$ cat src/design/kwsc_pkg.sv
// Package for the keyword substitution cipher.
// Holds opcode and state types, letter constants and the ASCII letter decoder.
// No dependencies.
`timescale 1ns / 1ps
`default_nettype none

package kwsc_pkg;

  localparam logic [4:0] NUM_LETTERS = 5'd26;
  localparam logic [4:0] LAST_LETTER = 5'd25;

  localparam logic [7:0] CHAR_UA = 8'h41;
  localparam logic [7:0] CHAR_UZ = 8'h5A;
  localparam logic [7:0] CHAR_LA = 8'h61;
  localparam logic [7:0] CHAR_LZ = 8'h7A;

  typedef logic [4:0] letter_t;

  typedef enum logic [1:0] {
    OP_CLEAR = 2'd0,
    OP_KEY   = 2'd1,
    OP_SEAL  = 2'd2,
    OP_TEXT  = 2'd3
  } op_t;

  typedef enum logic {
    ST_IDLE = 1'b0,
    ST_SEAL = 1'b1
  } seq_state_t;

  typedef struct packed {
    logic    hit;
    logic    lower;
    letter_t idx;
  } letter_info_t;

  // One table update: forward[pos] = letter and inverse[letter] = pos.
  typedef struct packed {
    logic    en;
    letter_t pos;
    letter_t letter;
  } table_wr_t;

  function automatic letter_info_t decode_letter(input logic [7:0] b);
    letter_info_t r;
    r = '0;
    if (b >= CHAR_UA && b <= CHAR_UZ) begin
      r.hit = 1'b1;
      r.idx = letter_t'(b - CHAR_UA);
    end else if (b >= CHAR_LA && b <= CHAR_LZ) begin
      r.hit   = 1'b1;
      r.lower = 1'b1;
      r.idx   = letter_t'(b - CHAR_LA);
    end
    return r;
  endfunction

endpackage

`default_nettype wire

$ cat src/design/kwsc_table.sv
// 26-entry letter table: synchronous RAM, one write and one read port, registered read.
// Per-entry valid flags give the reversed alphabet for entries not written since reset.
// Depends on kwsc_pkg.
`timescale 1ns / 1ps
`default_nettype none

module kwsc_table
  import kwsc_pkg::*;
(
  input  wire logic    clk,
  input  wire logic    rst,
  input  wire logic    wr_en,
  input  wire letter_t wr_addr,
  input  wire letter_t wr_data,
  input  wire logic    rd_en,
  input  wire letter_t rd_addr,
  output letter_t      rd_data
);

  letter_t     mem [26];
  logic [25:0] written;
  letter_t     rd_q;
  letter_t     rd_addr_q;
  logic        rd_written;

  always_ff @(posedge clk) begin
    if (wr_en) begin
      mem[wr_addr] <= wr_data;
    end
    if (rd_en) begin
      rd_q      <= mem[rd_addr];
      rd_addr_q <= rd_addr;
    end
  end

  always_ff @(posedge clk) begin
    if (rst) begin
      written    <= '0;
      rd_written <= 1'b0;
    end else begin
      if (wr_en) begin
        written[wr_addr] <= 1'b1;
      end
      if (rd_en) begin
        rd_written <= written[rd_addr];
      end
    end
  end

  assign rd_data = rd_written ? rd_q : letter_t'(LAST_LETTER - rd_addr_q);

endmodule

`default_nettype wire

$ cat src/design/kwsc_ctrl.sv
// Keyword and seal sequencer: letter mask, keyword length, ready flag, Z-to-A seal walk.
// Issues table updates to both the forward and the inverse table.
// Depends on kwsc_pkg.
`timescale 1ns / 1ps
`default_nettype none

module kwsc_ctrl
  import kwsc_pkg::*;
(
  input  wire logic       clk,
  input  wire logic       rst,
  input  wire logic       acc,
  input  wire op_t        op,
  input  wire logic [7:0] byte_in,
  output logic            busy,
  output logic            ready,
  output table_wr_t       wr
);

  seq_state_t   state, state_next;
  logic [25:0]  mask, mask_next;
  letter_t      length, length_next;
  logic         ready_next;
  letter_t      walk, walk_next;
  letter_t      pos, pos_next;
  letter_info_t info;
  logic         key_take;
  logic         seal_take;

  assign info      = decode_letter(byte_in);
  assign key_take  = acc && op == OP_KEY && !ready && info.hit && !mask[info.idx] &&
                     length < NUM_LETTERS;
  assign seal_take = !mask[walk] && pos < NUM_LETTERS;

  always_comb begin
    state_next = state;
    unique case (state)
      ST_IDLE: begin
        if (acc && op == OP_SEAL && !ready) begin
          state_next = ST_SEAL;
        end
      end
      ST_SEAL: begin
        if (walk == '0) begin
          state_next = ST_IDLE;
        end
      end
      default: state_next = ST_IDLE;
    endcase
  end

  always_comb begin
    busy = 1'b0;
    wr   = '0;
    unique case (state)
      ST_IDLE: begin
        wr.en     = key_take;
        wr.pos    = length;
        wr.letter = info.idx;
      end
      ST_SEAL: begin
        busy      = 1'b1;
        wr.en     = seal_take;
        wr.pos    = pos;
        wr.letter = walk;
      end
      default: begin
        busy = 1'b0;
      end
    endcase
  end

  always_comb begin
    mask_next   = mask;
    length_next = length;
    ready_next  = ready;
    walk_next   = walk;
    pos_next    = pos;
    if (state == ST_SEAL) begin
      if (seal_take) begin
        pos_next = pos + 5'd1;
      end
      if (walk == '0) begin
        ready_next = 1'b1;
      end else begin
        walk_next = walk - 5'd1;
      end
    end else if (acc) begin
      unique case (op)
        OP_CLEAR: begin
          mask_next   = '0;
          length_next = '0;
          ready_next  = 1'b0;
        end
        OP_KEY: begin
          if (key_take) begin
            mask_next[info.idx] = 1'b1;
            length_next         = length + 5'd1;
          end
        end
        OP_SEAL: begin
          walk_next = LAST_LETTER;
          pos_next  = length;
        end
        OP_TEXT: begin
          walk_next = walk;
        end
        default: begin
          walk_next = walk;
        end
      endcase
    end
  end

  always_ff @(posedge clk) begin
    if (rst) begin
      state  <= ST_IDLE;
      mask   <= '0;
      length <= '0;
      ready  <= 1'b1;
      walk   <= '0;
      pos    <= '0;
    end else begin
      state  <= state_next;
      mask   <= mask_next;
      length <= length_next;
      ready  <= ready_next;
      walk   <= walk_next;
      pos    <= pos_next;
    end
  end

endmodule

`default_nettype wire

$ cat src/design/keyword_substitution_cipher.sv
// Top level of the keyword substitution cipher: sequencer, forward and inverse tables,
// lookup stage and output register.
// Depends on kwsc_pkg, kwsc_ctrl, kwsc_table.
//
//   channel | signals                        | handshake
//   --------+--------------------------------+------------------------------
//   input   | opcode[1:0], byte_in[7:0]      | in_valid / in_stall
//   output  | byte_out[7:0]                  | out_valid / out_stall
//   config  | decrypt_mode                   | cfg_valid / cfg_ready (always 1)
//
// Text words: one per cycle while in_stall is low; result via the table read, then the
// output register. Clear and keyword words give no result.
// Seal holds in_stall while the sequencer walks Z to A through the tables.
// Reset gives the reversed alphabet in both tables, decrypt_mode 0, no result pending.
// A stalled output holds the lookup stage and then stalls the input.
`timescale 1ns / 1ps
`default_nettype none

module keyword_substitution_cipher
  import kwsc_pkg::*;
(
  input  wire logic       clk,
  input  wire logic       rst,
  input  wire logic       in_valid,
  output logic            in_stall,
  input  wire logic [1:0] opcode,
  input  wire logic [7:0] byte_in,
  output logic            out_valid,
  input  wire logic       out_stall,
  output logic [7:0]      byte_out,
  input  wire logic       cfg_valid,
  output logic            cfg_ready,
  input  wire logic       decrypt_mode
);

  logic         mode;
  logic         busy;
  logic         ready;
  table_wr_t    wr;
  logic         acc;
  logic         text_go;
  letter_info_t info;
  letter_t      fwd_data;
  letter_t      inv_data;
  logic         out_free;
  logic         s1_valid;
  logic         s1_map;
  logic         s1_lower;
  logic         s1_mode;
  logic [7:0]   s1_byte;
  letter_t      s1_letter;

  assign cfg_ready = 1'b1;
  assign out_free  = !out_valid || !out_stall;
  assign in_stall  = busy || (s1_valid && !out_free);
  assign acc       = in_valid && !in_stall;
  assign text_go   = acc && op_t'(opcode) == OP_TEXT;
  assign info      = decode_letter(byte_in);

  always_ff @(posedge clk) begin
    if (rst) begin
      mode <= 1'b0;
    end else if (cfg_valid && cfg_ready) begin
      mode <= decrypt_mode;
    end
  end

  kwsc_ctrl u_ctrl (
    .clk     (clk),
    .rst     (rst),
    .acc     (acc),
    .op      (op_t'(opcode)),
    .byte_in (byte_in),
    .busy    (busy),
    .ready   (ready),
    .wr      (wr)
  );

  kwsc_table u_fwd (
    .clk     (clk),
    .rst     (rst),
    .wr_en   (wr.en),
    .wr_addr (wr.pos),
    .wr_data (wr.letter),
    .rd_en   (text_go),
    .rd_addr (info.idx),
    .rd_data (fwd_data)
  );

  kwsc_table u_inv (
    .clk     (clk),
    .rst     (rst),
    .wr_en   (wr.en),
    .wr_addr (wr.letter),
    .wr_data (wr.pos),
    .rd_en   (text_go),
    .rd_addr (info.idx),
    .rd_data (inv_data)
  );

  always_ff @(posedge clk) begin
    if (text_go) begin
      s1_map   <= info.hit && ready;
      s1_lower <= info.lower;
      s1_mode  <= mode;
      s1_byte  <= byte_in;
    end
    if (out_free) begin
      byte_out <= s1_map ? ((s1_lower ? CHAR_LA : CHAR_UA) + {3'b000, s1_letter}) : s1_byte;
    end
  end

  assign s1_letter = s1_mode ? inv_data : fwd_data;

  always_ff @(posedge clk) begin
    if (rst) begin
      s1_valid  <= 1'b0;
      out_valid <= 1'b0;
    end else begin
      if (text_go) begin
        s1_valid <= 1'b1;
      end else if (out_free) begin
        s1_valid <= 1'b0;
      end
      if (out_free) begin
        out_valid <= s1_valid;
      end
    end
  end

endmodule

`default_nettype wire

$ cat config.mk
export PLATFORM = sky130hd
export DESIGN_NAME = keyword_substitution_cipher
export DESIGN_NICKNAME = d
export VERILOG_FILES = /design/src/design/kwsc_pkg.sv /design/src/design/kwsc_table.sv /design/src/design/kwsc_ctrl.sv /design/src/design/keyword_substitution_cipher.sv
export SDC_FILE = /design/constraint.sdc
export NUM_CORES = 1
export LEC_CHECK = 0
export ABC_AREA = 1
export BUFFER_PORTS_ARGS = -buffer_cell sky130_fd_sc_hd__buf_2
export CAP_MARGIN = 15
export CELL_PAD_IN_SITES_DETAIL_PLACEMENT = 0
export CELL_PAD_IN_SITES_GLOBAL_PLACEMENT = 1
export CORE_ASPECT_RATIO = 0.9
export CORE_MARGIN = 4
export CORE_UTILIZATION = 45
export CTS_CLUSTER_SIZE = 20
export DETAILED_ROUTE_END_ITERATION = 10
export GPL_TIMING_DRIVEN = 0
export PLACE_DENSITY = 0.71
export REMOVE_ABC_BUFFERS = 1
export SETUP_SLACK_MARGIN = 0.2
export SYNTH_ARGS = -nofsm -noshare
export SYNTH_HDL_FRONTEND = slang
export SYNTH_SLANG_ARGS = --single-unit
$ cat constraint.sdc
create_clock -name clk -period 8.6 [get_ports clk]
set_input_delay 1.72 -clock clk [delete_from_list [all_inputs] [get_ports clk]]
set_output_delay 1.72 -clock clk [all_outputs]
set_load 0.01 [all_outputs]
Yosys cells after proc, flatten, opt, wreduce, memory -nomap -nowiden

Memory sizes are Yosys's and may differ from the RTL's. A register that Yosys moved wholly into a read port is not among the register bits.
Cells that the tools add are included.

Register bits after elaboration: 124
Bits in latches: 0
Bits in writable memories: 260
Memory bits (read-only): 0
Output and inout bits: 11
Memories kept: 2

Add/subtract/negate cells: 7
Multipliers: 0
Divide/modulo/power cells: 0
$lt $le $gt $ge: 13
Eq/ne operators: 7
Shifts and indexed selects: 0
Multiplexer cells: 47
Bitwise gates (word level): 4
Reduce and logical (&&, ||, !) cells: 37

Memory list:

| memory    | words | bits a word | read ports | clocked after Yosys merged registers in | write ports | line             | text |
|---|---|---|---|---|---|---|---|
| u_fwd.mem | 26    | 5           | 1          | 1                                       | 1           | kwsc_table.sv:20 | `letter_t mem [26];` |
| u_inv.mem | 26    | 5           | 1          | 1                                       | 1           | kwsc_table.sv:20 |  |

Operators with widths:

| cell                                                | count |
|---|---|
| bitwise OR 26 bit                                   | 3 |
| 2-to-1 mux 5 bit                                    | 13 |
| case mux 26 bit (2 select lines)                    | 1 |
| 2-to-1 mux 26 bit                                   | 1 |
| < comparator 5 x 6 -> 1 bit, second input constant  | 4 |
| case mux 11 bit (2 select lines)                    | 1 |
| binary-select mux 1 bit (select 5 bit)              | 4 |
| 2-to-1 mux 1 bit                                    | 19 |
| logical AND 1 bit                                   | 17 |
| >= comparator 8 x 7 -> 1 bit, second input constant | 2 |
| <= comparator 8 x 7 -> 1 bit, second input constant | 2 |
| demux 1 bit (select 5 bit)                          | 3 |
| >= comparator 5 x 1 -> 1 bit, second input constant | 3 |
| subtractor 5 x 1 -> 5 bit, second input constant    | 3 |
| adder 5 x 1 -> 5 bit, second input constant         | 2 |
| < comparator 5 bit, second input constant           | 2 |
| case mux 5 bit (2 select lines)                     | 1 |
| nonzero test 2 bit                                  | 5 |
| AND reduction 3 bit                                 | 3 |
| adder 7 x 5 -> 8 bit                                | 1 |
| 2-to-1 mux 8 bit                                    | 1 |
| logical NOT 1 bit                                   | 7 |
| 2-to-1 mux 7 bit                                    | 1 |
| 2-to-1 mux 6 bit                                    | 1 |
| 11 further kinds                                    | 15 |

Longest topological paths before layout

Gate-level depths: netlist (run 1).

Depth after elaboration: 18
Mapped depth: 27

By module

From an unflattened synthesis (run 1), not the netlist that was laid out.

Cell total of the unflattened synthesis: 1900
Area total of the unflattened synthesis: 18083.6 µm²

Modules (own cells, without submodules):

| module                      | times used | cells each | area each (µm²) | seq. area each (µm²) |
|---|---|---|---|---|
| kwsc_table at u_inv         | 1          | 634        | 6875.3          | 4744.6 |
| kwsc_table at u_fwd         | 1          | 634        | 6835.3          | 4744.6 |
| kwsc_ctrl                   | 1          | 479        | 3123.0          | 860.8 |
| keyword_substitution_cipher | 1          | 153        | 1249.9          | 630.6 |

Worst setup path after synthesis (run 1)

OpenSTA, ideal clock, no wires.

Path type: input to register
From: in byte_in[0]
To: mem u_inv.mem[15][0] in the netlist's numbering (enable)
Data arrival time: 5.033 ns
Required time: 8.225 ns
Setup slack: 3.192 ns
Cell stages on the path: 11
Buffers on the path: 1
Cells stage by stage: inv_2 -> buf_1 -> ha_1 -> nand2_1 -> nand3_1 -> nand3_1 -> nand2_8 -> nand2_2 -> o21ai_0 -> nand2_1 -> nor3b_1

RTL lines:

| what        | line                              | text |
|---|---|---|
| from (decl) | keyword_substitution_cipher.sv:27 | `input wire logic [7:0] byte_in,` |
| to (decl)   | kwsc_table.sv:20                  |  |

Final worst setup path (run 1)

From: in byte_in[0]
To: mem u_inv.mem[15][2] in the netlist's numbering (enable)

Longest elaborated chain between the ends: 12
Elaborated cells on any way between the ends: 20

RTL lines:

| what                                                                                | line             | text |
|---|---|---|
| >= comparator 8 x 7 -> 1 bit / <= comparator 8 x 7 -> 1 bit (equally long branches) | kwsc_pkg.sv:50   | `end else if (b >= CHAR_LA && b <= CHAR_LZ) begin` |
| logical AND 1 bit                                                                   | kwsc_pkg.sv:50   |  |
| 2-to-1 mux 7 bit                                                                    | kwsc_pkg.sv:50   |  |
| 2-to-1 mux 5 bit                                                                    | kwsc_pkg.sv:47   | `if (b >= CHAR_UA && b <= CHAR_UZ) begin` |
| binary-select mux 1 bit (select 5 bit)                                              | kwsc_ctrl.sv:31  | `assign key_take = acc && op == OP_KEY && !ready && info.hit && !mask[info.idx] &&` |
| 2-to-1 mux 1 bit (implied by the code)                                              | kwsc_ctrl.sv:31  |  |
| logical NOT 1 bit                                                                   | kwsc_ctrl.sv:31  |  |
| logical AND 1 bit (2 in series)                                                     | kwsc_ctrl.sv:31  |  |
| case mux 11 bit (2 select lines) *                                                  | kwsc_ctrl.sv:55  | `unique case (state)` |
| 2-to-1 mux 1 bit                                                                    | kwsc_table.sv:27 | `if (wr_en) begin` |
| 2-to-1 mux 1 bit (implied by the code)                                              | kwsc_table.sv:28 | `mem[wr_addr] <= wr_data;` |

Mark *: on every way between the ends. The rest lies on a longest branch, timed or not. The select of a mux whose other input is x is not followed.

==> results of run 1 <==
-- sequential cells by signal (all words and copies together) (netlist names), 8 cells and up --
| name | cells |
|---|---|
| byte_out | 8 |
| u_inv.mem | 130 |
| u_inv.written | 26 |
| u_ctrl.mask | 26 |
| u_fwd.mem | 130 |
| s1_byte | 8 |
| u_fwd.written | 26 |
-- final cells by class --
cell class,instances,area (um2)
fillers,3302,17800
flip-flops and latches,394,10800
multi-input cells,972,4920
clock buffers,51,1060
well taps,476,596
inverters,157,589
repair buffers,38,390
clock inverters,22,168
-- logic make-up after synthesis --
family | count (synthesis) | synth area share (%)
AO/OA/AOI/OAI | 359 | 13.2
XOR/XNOR | 10 | 0.527
adder cells (fa/ha/maj) | 9 | 0.678
buffers and inverters | 226 | 5.45
flip-flops | 394 | 65.2
other | 1 | 0.0226
AND/OR/NAND/NOR | 593 | 15.0
-- through the flow --
step / cell area [um2] / TNS, ns / instances / hold WS (ns)
2_1_floorplan: 16300 / 0 / 1523 / 0.403
3_3_place_gp: 17000 / -7.53 / 2024 / 0.414
3_5_place_dp: 17300 / 0 / 2037 / 0.426
4_1_cts: 18600 / 0 / 2110 / 0.443
5_1_grt: 18600 / 0 / 2110 / 0.451
6_report: 18600 / 0 / 2110 / 0.438
-- layout by cell type (no fill, tap or decap), drive strengths merged --
cell type  instances
clkinvlp           2
or2                3
nor3b              1
o21a               1
o221ai             2
conb               1
bufinv             2
edfxtp           294
xnor2              1
a22oi            130
o31ai              1
nand2            260
nand3             78
inv              155
nor2             218
xor2               9
or3                1
dfxtp            100
nand4              7
and3               1
a31oi             12
o22ai              3
nand3b             1
a22o               1
ha                 9
clkinv            20
a21oi            126
nor3              23
buf               38
o211ai             5
o32ai              2
o21bai             2
o2111ai            1
clkbuf            51
o21ai             73
-- metal layers --
| metal | vias to the layer above | global-route usage (%) |
|---|---|---|
| li1 | 5577 | - |
| met1 | 5672 | 32.4 |
| met2 | 334 | 33.6 |
| met3 | 52 | 2.86 |
| met4 | 0 | 4.64 |
| met5 | - | 0 |
-- how the worst max path moves through the flow --
stage / start / endpoint / slack (ns)
after global routing: byte_in[0] / u_inv.mem[15][1] / 2.71
final: byte_in[0] / u_inv.mem[15][2] / 3.00
after global placement: byte_in[0] / u_fwd.rd_written / -0.91
after floorplan: byte_in[0] / u_fwd.rd_written / 2.62
after CTS: byte_in[0] / u_inv.mem[15][1] / 3.06
after detailed placement: byte_in[0] / u_inv.mem[15][3] / 2.49
-- critical path, cell delays in order --
cell     delay, ns
buf_2         0.13
inv_2         0.33
ha_1          0.24
inv_1         0.05
nor2_1        0.16
nand3_2       0.10
nand2_1       0.08
inv_2         0.03
nand2_2       0.10
nand2_8       0.14
nand2_4       0.35
nor2_4        0.21
buf_12        0.22
nand2_1       0.08
nor2_1        0.05
nor2_1        0.09
nand2_1       0.09
nor2_2        0.15
nand2_4       0.16
nand2_4       0.49
nor3b_1       0.75
-- power groups by stage --
stage | registers (W) | logic (W) | clock network (W)
6_report | 0.00206 | 0.000199 | 0.00166
3_3_place_gp | 0.00210 | 0.000188 | 0
2_1_floorplan | 0.00210 | 0.000110 | 0
3_5_place_dp | 0.00210 | 0.000199 | 0
5_1_grt | 0.00206 | 0.000219 | 0.00177
4_1_cts | 0.00206 | 0.000200 | 0.00169
==> summary.md, run 1 <==
| Metric | Value |
|---|---|
| Cts repair resizes | 0 |
| Synth top area share | 53.1% |
| Core Util, Final | between 50% and 60% |
| H-tree levels | 2 |
| Most frequent cells after synthesis | 294 x edfxtp_1, 251 x nand2_1, 210 x nor2_1 |
| Most common cell in the netlist | edfxtp_1 |
| Wire length per cell | approximately 20 um |
| CTS sink count | 394 |
| Routability cong. | a little over 0.8 |
| Worst hold stages | 0 |
| CTS Buffer Depth | 3 |
| Number of DRC markers in iteration 0 | roughly 1.1k |
| Clk pwr share | between 40% and 50% |
| Capturing point of the worst reg2reg path | u_inv.mem[15][2] |
| Final-report setup violation count | 0 |
| Worst skew pair latency | between 0.5 and 0.6 ns |
| Routed wl met3 | about 2600 um |
| Clock transition at the registers of the reported paths | ~0.060 ns |
| Reg2reg start | u_ctrl.walk[0] |
| # IOs | 27 |
| Critical Path AT | ~5.8 ns |
| Sw Share | around 22% |
| M1 wire length | 20100 um |
| Worst-margin pin slew | 1.21 ns |
| Port bufs | 25 |
| Synth-to-Final Area Change | 11.7% |
| Worst vdd ir | roughly 0.14 mV |
| Post-synth ARST share | 0% |
| Hold-fix buffers at CTS | 0 |
| Fin crit share | approximately 65% |
| Routed vias/inst | between 5 and 6 |
| Uppermost routed layer | met4 |
| Most used DFF post-synth | edfxtp_1 |
| Comb pwr share | 5.1% |
| CP Capture Type | flip-flop |
| Worst Hold Class | flip-flop to flip-flop |
| Fin. max-slew vios | 0 |
| Post-synth EDFFs | 294 |
| Clk root buf | clkbuf_16 |
| Clk_skew | roughly 0.014 ns |
| Synth Instances | ~1.6k |
| Total Power | about 0.0039 W |
| Drt pass-1 iters | 5 |
| Post-DRT Antenna Nets | 0 |
| Core area | between 0.03 and 0.04 mm2 |
| Syn avg cell area | between 10 and 15 um2 |
| Internal reg-to-reg setup slack | approximately 4.3 ns |
| Fmax | 179 MHz |
| Pin count of the biggest net entering global routing | between 60 and 70 |
| Internal power | about 0.003 W |
| Chip height | approximately 190 um |
| CP Class | primary input to flip-flop |
| Total wire length | between 40000 and 50000 um |
| DP HPWL | 28500 um |
| Die X | approximately 210 um |
| Leakage | roughly 7 nW |
| Top cells by area, synth | edfxtp_1 53%, dfxtp_1 12%, a22oi_1 5.9%, nand2_1 5.7%, nor2_1 4.7% |
| Vias in the first global route | about 11k |
| CP Launch Type | primary input |
| Die Area | approximately 0.04 mm2 |
| Dpl ws | between 2 and 2.5 ns |
| Crit path required time | 8.76 ns |
| Unrepaired setup endpoints after global routing | no |
| Via count | 11.6k |
| Crit path max fanout | slightly below 60 |
| Power Dens Cells | 211 mW/mm2 |
| Initial antenna violation count | 0 |
| Worst setup slack after layout | 3.00 ns |
| Gr ovfl total | 0 |
| Seq/Total Area, Yosys | between 60% and 70% |
| Row Count | 66 |
| Sw power | 0.000881 W |
| Final #Nets | approximately 1.6k |
| First-pass GRT wire length | between 60000 and 70000 um |
| WHS Endpoint | s1_mode |
| Fraction of layout cells with a size suffix above 1 | under 10% |
| Synth Register Bits | 394 |
| Met2 Wirelength | about 20000 um |
| Worst R2R Path Depth | 9 |
| Post-CTS setup buffer count | 0 |
| Ant diodes | 0 |
| Drc violations | 0 |
| Min-Delay Startpoint | mode |
| Final hold vios | 0 |
| Synth warnings | 0 |
| CTS tree | done |
| Synth unique cells | between 40 and 50 |
| Dominant cell type by area after synthesis | edfxtp_1 |
| Max_cap viols | 0 |
| Status | finished clean |
| Initial core utilization | 45.7% |
| Flop pwr share | a little over half |
| Max_slew headroom | around a fifth |
| Post-Syn Area | ~0.017 mm2 |
| Post-route minimum period | 5.60 ns |
| Number of CTS-inserted buffers | 41 |
| Total Routing Usage GR | between 20% and 30% |
(Power assumes the default switching activity.)
==> run 2: changes to the inputs <==
Settings changed: PLACE_DENSITY 0.71 to 0.74.
Clock period 8.6 ns to 4.64 ns, I/O delays scaled along.
==> run 2 against run 1 <==
Effect of this change: hold slack better by 0.0087 ns; global-route usage down 0.14 points; cell count up 0.28%; flip-flop and latch count unchanged; power up 94%; first-iteration DRC count up 6.0%; critical path type unchanged; core utilization up 0.83 points; via count up 0.52%; largest power group unchanged.
==> summary.md, run 2 (synthesis gave the netlist of run 1 again) <==
| Metric | Value |
|---|---|
| Status | finished clean |
| Crit path max fanout | 41 |
| Total wire length | approximately 43000 um |
| Total Power | roughly 0.0076 W |
| Post-route cell area | 0.0189 mm2 |
| Core Util, Final | 51.9% |
| Routed vias/inst | between 5 and 6 |
| Number of DRC markers in iteration 0 | around 1.2k |
| Final hold vios | 0 |
| Ant diodes | 0 |
| Row Count | 66 |
| Fin crit share | roughly nine tenths |
| Worst skew pair latency | ~0.55 ns |
| Core area | between 0.03 and 0.04 mm2 |
| Internal power | about 0.0059 W |
| Max_slew headroom | ~25% |
| Worst vdd ir | roughly 0.33 mV |
| Vias in the first global route | 11.4k |
| Fmax | around 240 MHz |
| Die Area | approximately 0.04 mm2 |
| Worst Hold Class | flip-flop to flip-flop |
| Critical Path AT | roughly 4.5 ns |
| Hold-fix buffers at CTS | 0 |
| Final #Nets | 1632 |
| First-pass GRT wire length | approximately 67000 um |
| CTS sink count | 394 |
| Clk pwr share | 44.8% |
| Worst-margin pin slew | between 1 and 1.5 ns |
| Comb pwr share | 5.0% |
| Post-route minimum period | roughly 4.3 ns |
| Crit path required time | approximately 4.9 ns |
| Unrepaired setup endpoints after global routing | yes |
| Wire length per cell | around 20 um |
| Synth-to-Final Area Change | 13.5% |
| Top flop regs | u_fwd.mem x130, u_inv.mem x130 |
| Clk root buf | clkbuf_16 |
| Initial core utilization | 45.7% |
| Total Routing Usage GR | around a fifth |
| Routability cong. | 0.831 |
| Number of CTS-inserted buffers | between 40 and 50 |
| CTS Buffer Depth | 3 |
| H-tree levels | 2 |
| Placed cell areas | ~0.017 mm2 |
| Fraction of layout cells with a size suffix above 1 | ~9.8% |
| # IOs | 27 |
| CP Class | primary input to flip-flop |
| Clock transition at the registers of the reported paths | ~0.07 ns |
| Chip height | between 150 and 200 um |
| Power Dens Cells | 403 mW/mm2 |
| Drt pass-1 iters | 5 |
| Via count | between 10k and 15k |
| CP Launch Type | primary input |
| Gr ovfl total | 0 |
| DP HPWL | roughly 28000 um |
| Initial antenna violation count | 0 |
| Sw power | ~0.0017 W |
| Port bufs | 25 |
| Pin count of the biggest net entering global routing | just under 60 |
| Post-DRT Antenna Nets | 0 |
| Most frequent cells in the layout | 294 x edfxtp_1, 250 x nand2_1, 202 x nor2_1 |
| Clk_skew | 0.0209 ns |
| Final-report setup violation count | 0 |
| CTS tree | done |
| Flop pwr share | 50.2% |
| Die X | roughly 210 um |
| Drc violations | 0 |
| Fin. max-slew vios | 0 |
| Commonest non-fill, non-tap cell in the layout | edfxtp_1 |
| Leakage | between 6 and 7 nW |
| Max_cap viols | 0 |
| CP Capture Type | flip-flop |
| Sw Share | 22.1% |
run 2: cell types whose count changed in the layout (fill, tap and decap cells not counted), sizes merged:
cell,before,now
clkinv,20,16
buf,38,41
bufinv,2,5
clkinvlp,2,5
clkbuf,51,53
inv,155,154
run 2: cell type report:
class,instances,area (um2)
Fill cell,3313,17500
Sequential cell,394,10800
Multi-Input combinational cell,972,4980
Clock buffer,53,1140
Tap cell,476,596
Inverter,157,591
Timing Repair Buffer,41,464
Clock inverter,23,256
run 2: metrics by stage:
stage	setup slack [ns]	instances	hold WS (ns)	setup TNS (ns)
after global routing	0.139	2116	0.477	0
after floorplan	-0.551	1523	0.403	-5.61
after CTS	0.267	2114	0.450	0
after global placement	-3.98	2024	0.437	-541.33
final	0.387	2116	0.447	0
after detailed placement	-0.720	2038	0.432	-137.79
run 2: critical path, stage by stage:
cell,delay [ns]
buf_2,0.14
clkinv_2,0.32
ha_1,0.35
inv_1,0.07
nor2_1,0.06
nand3_2,0.07
nand3_1,0.17
nand2_8,0.24
nand2_2,0.25
nand2_4,0.27
inv_2,0.39
buf_12,0.33
a22oi_1,0.16
a21oi_1,0.13
nor3_1,0.46
nand2_1,0.15
run 2: final timing paths:
kind / start / end / slack (ns) / cells past startpoint
setup / recovery: byte_in[0] / u_fwd.rd_q[2] / 0.39 / 16
hold reg to reg: mode / s1_mode / 0.45 / 0
setup reg to reg: u_ctrl.walk[0] / u_inv.mem[17][2] / 0.54 / 8
hold / removal: mode / s1_mode / 0.45 / 0
run 2: timing repair:
| item | CTS | global route |
|---|---|---|
| gates resized for setup | 3 | 11 |
| setup buffers | 0 | 0 |
| pin swaps | 0 | 0 |
| endpoints found under the setup margin | 256 | 310 |
run 2: power groups by stage:
| stage | Sequential, W | Combinational [W] | Clock (W) |
|---|---|---|---|
| floorplan | 0.00388 | 0.000203 | 0 |
| global placement | 0.00389 | 0.000347 | 0 |
| detailed placement | 0.00389 | 0.000370 | 0 |
| CTS | 0.00381 | 0.000372 | 0.00345 |
| global route | 0.00381 | 0.000414 | 0.00361 |
| finish | 0.00381 | 0.000377 | 0.00341 |
run 2: metal layers:
layer	GRT usage (%)	share of wire (%)	routed length, um
met5	0	0	0
met4	5.68	2.4	1050
met3	3.49	7.0	3000
met2	32.7	45	19200
met1	32.0	46	19800
